<file path="config.mk">
export PLATFORM = sky130hd
export DESIGN_NAME = timed_event_priority_queue
export DESIGN_NICKNAME = d
export VERILOG_FILES = /design/src/sv/tepq_pkg.sv /design/src/sv/timed_event_priority_queue.sv /design/src/sv/tepq_mem.sv
export SDC_FILE = /design/constraint.sdc
export NUM_CORES = 2
export LEC_CHECK = 0
export BUFFER_PORTS_ARGS = -buffer_cell sky130_fd_sc_hd__buf_2
export CORE_AREA = 2 2 391 393
export CTS_CLUSTER_DIAMETER = 30
export DETAILED_ROUTE_END_ITERATION = 8
export DIE_AREA = 0 0 393 395
export GPL_TIMING_DRIVEN = 0
export PLACE_DENSITY = 0.66
export SETUP_SLACK_MARGIN = 0.3
export SYNTH_ARGS = -nofsm -noshare
export SYNTH_HDL_FRONTEND = slang
export SYNTH_SLANG_ARGS = --single-unit
</file>
<file path="constraint.sdc">
create_clock -name clk_i -period 12.8 [get_ports clk_i]
set_input_delay 1.28 -clock clk_i [delete_from_list [all_inputs] [get_ports clk_i]]
set_output_delay 1.28 -clock clk_i [all_outputs]
set_load 0.005 [all_outputs]
</file>
<file path="src/sv/tepq_pkg.sv">
// Shared types, codes and defaults for the timed event priority queue.
package tepq_pkg;

  // Fixed field widths of the item interface
  localparam int unsigned ID_W     = 16;
  localparam int unsigned TIME_W   = 64;
  localparam int unsigned OCC_W    = 5;

  // Parameter defaults
  localparam int unsigned CAPACITY_DEF = 16;
  localparam int unsigned ID_BITS_DEF  = 16;

  typedef enum logic [1:0] {
    OP_INSERT = 2'd0,
    OP_POP    = 2'd1,
    OP_REMOVE = 2'd2,
    OP_CLEAR  = 2'd3
  } op_e;

  typedef enum logic [1:0] {
    ST_OK   = 2'd0,
    ST_FULL = 2'd1,
    ST_MISS = 2'd2
  } status_e;

  typedef enum logic [2:0] {
    S_IDLE,
    S_RD,
    S_CMP,
    S_PLACE,
    S_HEAD_RD,
    S_HEAD
  } state_e;

  typedef struct packed {
    op_e               mode;
    logic [ID_W-1:0]   event_id;
    logic [TIME_W-1:0] event_time;
  } in_item_t;

  typedef struct packed {
    logic              head_valid;
    logic [ID_W-1:0]   head_id;
    logic [TIME_W-1:0] head_time;
    status_e           status;
    logic [OCC_W-1:0]  occupancy;
  } out_item_t;

endpackage

</file>
<file path="src/sv/timed_event_priority_queue.sv">
// Timed event priority queue: sorted slot store walked by a read-modify-write sequencer.
// Insert walks down the entries with a later time, shifting each up one slot, then places the item;
// pop and remove walk every queued entry; clear and refused items go straight to the head read.
// One item at a time: each step is a read of the slot store, a compare, and a write back.
// The output register lets the next item be taken while a result waits.
// Reset (asynchronous, active low) empties the queue; slot contents are not cleared.
module timed_event_priority_queue import tepq_pkg::*; #(
  parameter int unsigned CAPACITY = CAPACITY_DEF,
  parameter int unsigned ID_BITS  = ID_BITS_DEF
) (
  input  logic      clk_i,
  input  logic      rst_ni,
  input  logic      in_valid_i,
  output logic      in_ready_o,
  input  in_item_t  in_item_i,
  output logic      out_valid_o,
  input  logic      out_ready_i,
  output out_item_t out_item_o
);

  localparam int unsigned AW  = (CAPACITY > 1) ? $clog2(CAPACITY) : 1;
  localparam int unsigned CW  = $clog2(CAPACITY + 1);
  localparam int unsigned SID = (ID_BITS < ID_W) ? ID_BITS : ID_W;
  localparam int unsigned EW  = SID + TIME_W;
  localparam logic [CW-1:0] CAP = CW'(CAPACITY);

  state_e            state_q, state_d;
  logic [CW-1:0]     count_q, count_d;
  logic [CW-1:0]     idx_q, idx_d;
  logic              found_q, found_d;
  op_e               op_q, op_d;
  logic [SID-1:0]    id_q, id_d;
  logic [TIME_W-1:0] time_q, time_d;
  status_e           status_q, status_d;
  logic              out_valid_q, out_valid_d;
  out_item_t         out_q, out_d;

  logic          we;
  logic [AW-1:0] waddr;
  logic [EW-1:0] wdata;
  logic          re;
  logic [AW-1:0] raddr;
  logic [EW-1:0] rdata;

  logic [CW-1:0]     idx_m1, idx_p1;
  logic [SID-1:0]    rd_id;
  logic [TIME_W-1:0] rd_time;
  logic              later, hit, last, out_free, accept;

  tepq_mem #(
    .DEPTH(CAPACITY),
    .AW   (AW),
    .DW   (EW)
  ) u_mem (
    .clk_i  (clk_i),
    .we_i   (we),
    .waddr_i(waddr),
    .wdata_i(wdata),
    .re_i   (re),
    .raddr_i(raddr),
    .rdata_o(rdata)
  );

  // Decode of the slot just read and of the walk position
  assign rd_id    = rdata[EW-1:TIME_W];
  assign rd_time  = rdata[TIME_W-1:0];
  assign idx_m1   = idx_q - 1'b1;
  assign idx_p1   = idx_q + 1'b1;
  assign later    = rd_time > time_q;
  assign hit      = !found_q && ((op_q == OP_POP) || (rd_id == id_q));
  assign last     = idx_p1 == count_q;
  assign out_free = !out_valid_q || out_ready_i;
  assign accept   = in_valid_i && in_ready_o;

  // Next state
  always_comb begin
    state_d = state_q;
    case (state_q)
      S_IDLE: begin
        if (in_valid_i) begin
          case (in_item_i.mode)
            OP_INSERT: begin
              if (count_q == CAP)         state_d = S_HEAD_RD;
              else if (count_q == '0)     state_d = S_PLACE;
              else                        state_d = S_RD;
            end
            OP_POP, OP_REMOVE: begin
              state_d = (count_q == '0) ? S_HEAD_RD : S_RD;
            end
            default: state_d = S_HEAD_RD;
          endcase
        end
      end
      S_RD: state_d = S_CMP;
      S_CMP: begin
        if (op_q == OP_INSERT) begin
          if (!later)                 state_d = S_HEAD_RD;
          else if (idx_q == CW'(1))   state_d = S_PLACE;
          else                        state_d = S_RD;
        end else begin
          state_d = last ? S_HEAD_RD : S_RD;
        end
      end
      S_PLACE:   state_d = S_HEAD_RD;
      S_HEAD_RD: state_d = S_HEAD;
      S_HEAD:    if (out_free) state_d = S_IDLE;
      default:   state_d = S_IDLE;
    endcase
  end

  // Slot store controls and input handshake
  always_comb begin
    in_ready_o = (state_q == S_IDLE);
    we    = 1'b0;
    waddr = idx_q[AW-1:0];
    wdata = {id_q, time_q};
    re    = 1'b0;
    raddr = idx_q[AW-1:0];
    case (state_q)
      S_RD: begin
        re    = 1'b1;
        raddr = (op_q == OP_INSERT) ? idx_m1[AW-1:0] : idx_q[AW-1:0];
      end
      S_CMP: begin
        if (op_q == OP_INSERT) begin
          // Shift the later entry up one slot, or drop the new one in
          we    = 1'b1;
          wdata = later ? rdata : {id_q, time_q};
        end else if (found_q) begin
          // Close the gap left by the removed entry
          we    = 1'b1;
          waddr = idx_m1[AW-1:0];
          wdata = rdata;
        end
      end
      S_PLACE: we = 1'b1;
      S_HEAD_RD: begin
        re    = 1'b1;
        raddr = '0;
      end
      default: ;
    endcase
  end

  // Datapath registers
  always_comb begin
    count_d     = count_q;
    idx_d       = idx_q;
    found_d     = found_q;
    op_d        = op_q;
    id_d        = id_q;
    time_d      = time_q;
    status_d    = status_q;
    out_d       = out_q;
    out_valid_d = out_valid_q && !out_ready_i;
    case (state_q)
      S_IDLE: begin
        if (accept) begin
          op_d     = in_item_i.mode;
          id_d     = in_item_i.event_id[SID-1:0];
          time_d   = in_item_i.event_time;
          status_d = ST_OK;
          found_d  = 1'b0;
          idx_d    = '0;
          case (in_item_i.mode)
            OP_INSERT: begin
              if (count_q == CAP) status_d = ST_FULL;
              idx_d = count_q;
            end
            OP_POP, OP_REMOVE: begin
              if (count_q == '0) status_d = ST_MISS;
            end
            default: count_d = '0;
          endcase
        end
      end
      S_CMP: begin
        if (op_q == OP_INSERT) begin
          if (later) begin
            idx_d = idx_m1;
          end else begin
            count_d = count_q + 1'b1;
          end
        end else begin
          if (hit) found_d = 1'b1;
          idx_d = idx_p1;
          if (last) begin
            if (found_q || hit) count_d = count_q - 1'b1;
            else                status_d = ST_MISS;
          end
        end
      end
      S_PLACE: count_d = count_q + 1'b1;
      S_HEAD: begin
        if (out_free) begin
          out_valid_d          = 1'b1;
          out_d.head_valid     = (count_q != '0);
          out_d.head_id        = (count_q != '0) ? ID_W'(rd_id) : '0;
          out_d.head_time      = (count_q != '0) ? rd_time : '0;
          out_d.status         = status_q;
          out_d.occupancy      = OCC_W'(count_q);
        end
      end
      default: ;
    endcase
  end

  // Control state
  always_ff @(posedge clk_i or negedge rst_ni) begin
    if (!rst_ni) begin
      state_q     <= S_IDLE;
      count_q     <= '0;
      out_valid_q <= 1'b0;
    end else begin
      state_q     <= state_d;
      count_q     <= count_d;
      out_valid_q <= out_valid_d;
    end
  end

  // Payload and walk registers
  always_ff @(posedge clk_i) begin
    idx_q    <= idx_d;
    found_q  <= found_d;
    op_q     <= op_d;
    id_q     <= id_d;
    time_q   <= time_d;
    status_q <= status_d;
    out_q    <= out_d;
  end

  assign out_valid_o = out_valid_q;
  assign out_item_o  = out_q;

  // Checks
  a_count_bound: assert property (@(posedge clk_i) disable iff (!rst_ni)
    count_q <= CAP)
    else $error("queue count above capacity");

  a_cmp_after_rd: assert property (@(posedge clk_i) disable iff (!rst_ni)
    state_q == S_CMP |-> $past(state_q) == S_RD)
    else $error("compare without a preceding slot read");

  a_full_drop: assert property (@(posedge clk_i) disable iff (!rst_ni)
    (state_q == S_HEAD && out_free && status_q == ST_FULL) |-> count_q == CAP)
    else $error("insert dropped while queue not full");

endmodule

</file>
<file path="src/sv/tepq_mem.sv">
// Slot store: one write port, one read port, registered read data.
module tepq_mem import tepq_pkg::*; #(
  parameter int unsigned DEPTH = CAPACITY_DEF,
  parameter int unsigned AW    = $clog2(CAPACITY_DEF),
  parameter int unsigned DW    = ID_BITS_DEF + TIME_W
) (
  input  logic          clk_i,
  input  logic          we_i,
  input  logic [AW-1:0] waddr_i,
  input  logic [DW-1:0] wdata_i,
  input  logic          re_i,
  input  logic [AW-1:0] raddr_i,
  output logic [DW-1:0] rdata_o
);

  logic [DW-1:0] mem_q [DEPTH];
  logic [DW-1:0] rdata_q;

  // Write port
  always_ff @(posedge clk_i) begin
    if (we_i) begin
      mem_q[waddr_i] <= wdata_i;
    end
  end

  // Read port, data held while not reading
  always_ff @(posedge clk_i) begin
    if (re_i) begin
      rdata_q <= mem_q[raddr_i];
    end
  end

  assign rdata_o = rdata_q;

endmodule

</file>
Yosys cells after proc, flatten, opt, wreduce, memory -nomap -nowiden
Memory sizes are Yosys's and may differ from the RTL's. A register that Yosys moved wholly into a read port is not among the register bits.
Index checks and enable logic that the tools add are counted.
{"block": "op_classes", "reduce_logical": 26, "n_mux": 52, "eq_ne": 24, "n_addsub": 4, "order_cmp": 1}
{"operator": "$mux W80", "count": 4}
{"operator": "$gt A64 B64 Y1", "count": 1}
{"operator": "$mux W5", "count": 10}
{"operator": "$mux W3", "count": 7}
{"operator": "$pmux W3 S6", "count": 1}
{"operator": "$eq A16 B16 Y1", "count": 1}
{"operator": "$mux W4", "count": 4}
{"operator": "$pmux W5 S3", "count": 1}
{"operator": "$mux W2", "count": 7}
{"operator": "$ne A2 B2 Y1 const B", "count": 7}
{"operator": "$ne A3 B3 Y1 const B", "count": 4}
{"operator": "$mux W1", "count": 11}
{"operator": "$add A5 B1 Y5 const B", "count": 2}
{"operator": "$pmux W5 S2", "count": 1}
{"operator": "$sub A5 B1 Y5 const B", "count": 2}
{"operator": "$pmux W2 S2", "count": 2}
{"operator": "$pmux W4 S2", "count": 1}
{"operator": "$eq A3 B2 Y1 const B", "count": 2}
{"operator": "$eq A3 B3 Y1 const B", "count": 2}
{"operator": "$pmux W3 S2", "count": 1}
{"operator": "$reduce_and A2 Y1", "count": 3}
{"operator": "$reduce_and A6 Y1", "count": 1}
{"operator": "$eq A5 B1 Y1 const B", "count": 1}
{"operator": "$eq A5 B5 Y1", "count": 1}
{"operator": "other kinds (20)", "count": 30}
{"block": "totals", "n_memories": 1, "in_bits": 86, "out_inout_bits": 90, "ram_bits": 1280, "regBits": 187, "wordCells": 122}
{"name": "u_mem.mem_q", "words": 16, "width": 80, "rd": 1, "rd_clocked_by_memory_dff": 1, "wr": 1, "line": "tepq_mem.sv:16", "source": "logic [DW-1:0] mem_q [DEPTH];"}

Logic depth before layout (Yosys ltp)
{"block": "logic_depth", "ltp_word": 8, "depth_mapped": 11, "depth_no_buf": 9}

Cells and area by module
A second synthesis with hierarchy kept.
{"block": "unflattened", "cells_unflattened": 3154, "area_unflattened_um2": 61611.6}
{"module": "tepq_mem", "cells_per_inst": 2054, "seq_area_each_um2": 40839.2, "instances": 1, "area_each_um2": 50223.2}
{"module": "timed_event_priority_queue", "cells_per_inst": 1100, "seq_area_each_um2": 5570.3, "instances": 1, "area_each_um2": 11388.4}

Worst setup path after synthesis
Ideal clock, no wire load.
{"block": "synth_path", "path_type": "flip-flop to flip-flop", "from": "reg state_q[0]", "to": "mem u_mem.mem_q[0][0] in the netlist's numbering (enable)", "slack_ps": 6981, "t_required_ps": 12281, "arrival_time_ps": 5299, "stages_incl_launch_ff": 11, "setup_time_ps": 519, "synth_period_minus_slack_ps": 5819, "path_buffers": 3, "path_cell_list": "dfrtp_1 -> buf_2 -> or3b_1 -> clkbuf_1 -> nor2_1 -> and2_1 -> clkbuf_1 -> nand2_1 -> o21ai_0 -> o21ai_0 -> nor2_1"}
{"block": "synth_between", "elab_chain_cells": 4}
{"item": "start, declared", "line": "timed_event_priority_queue.sv:27", "source": "state_e state_q, state_d;"}
{"item": "start signal, assigned", "line": "timed_event_priority_queue.sv:215", "source": "state_q <= state_d;"}
{"item": "$eq A3 B2 Y1", "line": "timed_event_priority_queue.sv:119", "source": "case (state_q)"}
{"item": "$pmux W1 S2", "line": "timed_event_priority_queue.sv:119"}
{"item": "$mux W1", "line": "tepq_mem.sv:21", "source": "if (we_i) begin"}
{"item": "$mux W1 (implied by the code)", "line": "tepq_mem.sv:22", "source": "mem_q[waddr_i] <= wdata_i;"}
{"item": "end, declared", "line": "tepq_mem.sv:16"}
Several ways; a longest one is shown, not always the timed one.

Final worst setup path
{"block": "layout_path", "from": "reg time_q[58]", "to": "mem u_mem.mem_q[11][8] in the netlist's numbering, data pin"}
{"block": "layout_between", "elab_chain_cells": 4}
{"item": "start, declared", "line": "timed_event_priority_queue.sv:33", "source": "logic [TIME_W-1:0] time_q, time_d;"}
{"item": "start signal, assigned", "line": "timed_event_priority_queue.sv:227", "source": "time_q <= time_d;"}
{"item": "$gt A64 B64 Y1", "line": "timed_event_priority_queue.sv:69", "source": "assign later = rd_time > time_q;"}
{"item": "$mux W80", "line": "timed_event_priority_queue.sv:128", "source": "wdata = later ? rdata : {id_q, time_q};"}
{"item": "$mux W80", "line": "timed_event_priority_queue.sv:125", "source": "if (op_q == OP_INSERT) begin"}
{"item": "$mux W80", "line": "timed_event_priority_queue.sv:119"}
{"item": "named net u_mem.wdata_i[8]", "line": "tepq_mem.sv:10", "source": "input logic [DW-1:0] wdata_i,"}
The timed path passes the listed nets, and every way through them passes these cells.

==> impl_metrics.tcl <==
set metrics [dict create \
    p_int_uw 14600 \
    grt_first_pass_wirelength_um 233000 \
    cp.required_ns 13.34 \
    hold_viol 0 \
    drc 0 \
    post_cts_buffers 0 \
    tns_ns 0 \
    leakage_uw 0.0258 \
    cts.sinks 1547 \
    ant_nets 0 \
    synth-seq-area-share_pct 77.2 \
    cp.depth 10 \
    yosysTopAreaCellShare_pct 76.8 \
    critical_path.max_fanout 16 \
    start_kind "register" \
    dieArea_um2 155000 \
    setup_viol 0 \
    grt_pass1_vias 33100 \
    wl_per_cell_um 28.5 \
    multi_input_area_um2 13000 \
    routed_wl_um 164000 \
    synth_cell_type_count 55 \
    path_class "reg -> reg" \
    yosys-top-cells-count "edfxtp_1 (1,538), mux4_2 (320), a22oi_1 (161), nand2_1 (121), clkbuf_1 (85)" \
    hold_ws_ns 0.264 \
    fmax_ghz 0.170 \
    gp_congestion 0.840 \
    max-clock-path-buffers 4 \
    drv_cap 0 \
    clockRootBuffer "clkbuf_16" \
    place_ws_ns 7.00 \
    fin_crit_sh_pct 46.0 \
    syn-cell-area_um2 60100 \
    path_clk_slew_ns 0.05 \
    synth_fp_nets 3032 \
    tightest_slew_ns 1.47 \
    die_w_um 393 \
    first_pass_iters 5 \
    min_path_type "in -> async" \
    yosysTopAreaCell "edfxtp_1" \
    final_core_util_pct 50.6 \
    ir_worst_vdd_mv 0.166 \
    slowest_delay_ns 0.88 \
    fin_crit_ns 5.89 \
    slew_viol_final 0 \
    clock_latency_ns 0.92 \
    gr-total-overflow 0 \
    cts_buffers 334 \
    powerDensity_nw_per_um2 280 \
    yosysWarnings 0 \
    ys_ff_latch 1547 \
    cp.arrival_ns 6.43 \
    combPwrFrac_pct 28.3 \
    ys_top_cells_by_area "edfxtp_1 (77%), mux4_2 (12%), a22oi_1 (2.0%)" \
    r2r_start "time_q[58]" \
    start_util_pct 39.8 \
    vias 32200 \
    io_buffers 175 \
    fillCellCount 11800 \
    swShare_pct 31.7 \
    io_pins 176 \
    h-tree-depth 5 \
    antenna_found_initial 6 \
    final-seq-area_um2 46400 \
    cts_resized 0 \
    cts_tree "yes" \
    synthCells 2875 \
    yosys.cell_count.top_type "edfxtp_1" \
    synthToLayoutAreaGrowth_pct 27.2 \
    ctsHoldBuffers 0 \
    finalNetCount 3619 \
    finClkSkew_ns 0.0819 \
    viasPerCell 5.60 \
    finalWorstSetupSlack_ns 6.91 \
    drive_above_1_share_pct 33.4 \
    grt_usage_pct 21.1 \
    worstPathCellList "inv_1 > ha_1 > nand4_1 > nor4_1 > nand4_1 > a31oi_1 > nor3_1 > a21oi_2 > buf_4 > mux2_1" \
    async_reset_ff_share_pct 0.582 \
    critPathSlowestCell "a21oi_2" \
    crit_family "simple AND/OR/NAND/NOR gates" \
    drt-initial-drc-count 3851 \
    seq_power_share_pct 32.2 \
    grt_max_degree 52 \
    status "finished, final reports clean" \
    r2r_slack_ns 6.91 \
    path_buf_inv 2 \
    slew_headroom_pct 1.60 \
    power_switching_uw 6790 \
    rr_worst_depth 10 \
    synth-main-ff-cell "edfxtp_1" \
    rsz0062_at_grt "false" \
    clock_power_share_pct 39.5 \
    reg2reg_to "u_mem.mem_q[11][8]" \
    core_area_um2 151000 \
    synth.avg_cell_area_um2 20.9 \
    endpoint_kind "register" \
    hpwl_um 101000 \
    synth_edf_count 1538 \
    die_y_um 395 \
    crit_top_cell "nand4_1" \
    num_rows 143 \
]
state kept, by name, indices dropped and copies added (netlist names):
signal / flops
u_mem.mem_q: 1280
out_item_o: 88
u_mem.rdata_o: 80
time_q: 64
id_q: 16
count_q: 5
idx_q: 5
state_q: 3
op_q: 2
status_q: 2
found_q: 1
out_valid_o: 1
per-layer routing:
layer  track usage [%]  routed length [µm]  up-vias
li1                  -                   -    13200
met1              28.5               65200    16900
met2              32.7               77900     1773
met3              5.25               15000      354
met4              8.37                5680        2
met5                 0                  12        -
worst max path at each step:
| stage | slack, ns | start | to |
|---|---|---|---|
| floorplan | 6.98 | state_q[0] | u_mem.mem_q[0][0] |
| global placement | 1.78 | state_q[0] | u_mem.mem_q[15][35] |
| detailed placement | 7.00 | u_mem.rdata_o[63] | u_mem.mem_q[11][9] |
| CTS | 6.94 | time_q[56] | u_mem.mem_q[5][9] |
| global route | 6.87 | time_q[58] | u_mem.mem_q[8][5] |
| finish | 6.91 | time_q[58] | u_mem.mem_q[11][8] |
worst reg2reg max path, cell delays in order (launching register included):
cell and delay (ns):
edfxtp_1 0.59, inv_1 0.10, ha_1 0.32, nand4_1 0.20, nor4_1 0.81, nand4_1 0.70
a31oi_1 0.77, nor3_1 0.17, a21oi_2 0.88, buf_4 0.41, mux2_1 0.57
logic make-up (layout without fill, tap and decap cells):
| family | after synthesis | after routing | share of synthesized area (%) |
|---|---|---|---|
| other | 0 | 1 | 0 |
| xor gates and xnor gates | 33 | 33 | 0.481 |
| buffers and inverters | 219 | 1065 | 1.48 |
| adders and majority gates | 71 | 71 | 1.48 |
| muxes | 406 | 406 | 13.6 |
| and+or+nand+nor | 329 | 329 | 2.68 |
| DFF | 1547 | 1547 | 77.2 |
| AOI/OAI and AO/OA | 270 | 270 | 3.12 |
power by group through the flow:
stage          clock [µW]  combinational (µW)  sequential [µW]
4_1_cts              8540                6070             6890
6_report             8450                6040             6890
5_1_grt              8790                6430             6920
3_3_place_gp            0                5760             7090
3_5_place_dp            0                6000             6970
2_1_floorplan           0                3750             6860
cells in the final DEF (no fill, tap or decap), types with 24 or more instances in the layout:
master and count:
clkbuf_16 339, buf_2 207, nand2_1 121, clkbuf_1 114, mux4_2 320, clkinv_1 39
ha_1 71, buf_12 51, mux2_2 76, inv_6 31, o21ai_0 31, a22oi_1 161
clkinv_4 24, a21oi_1 34, edfxtp_1 1538, clkinvlp_4 39, bufinv_16 42, and2_1 81
nor2_1 31, inv_1 81, clkinv_2 43
area by class of cell:
cell class              count  area share, %
multi-input cells        1109           17.0
repair buffers            251           3.33
diodes                      1        0.00327
clock buffers             368           11.2
plain buffers             136          0.759
well taps                2030           3.32
clock inverters           227           3.32
flip-flops and latches   1547           60.7
inverters                  83          0.414
per-stage QoR:
step                power [µW]  area, µm²  std cells
floorplan                10600      60100       2875
global placement         12900      63600       5080
detailed placement       13000      65400       5155
CTS                      21500      76500       5750
global route             22100      76500       5751
finish                   21400      76500       5752
(Power assumes the default switching activity.)
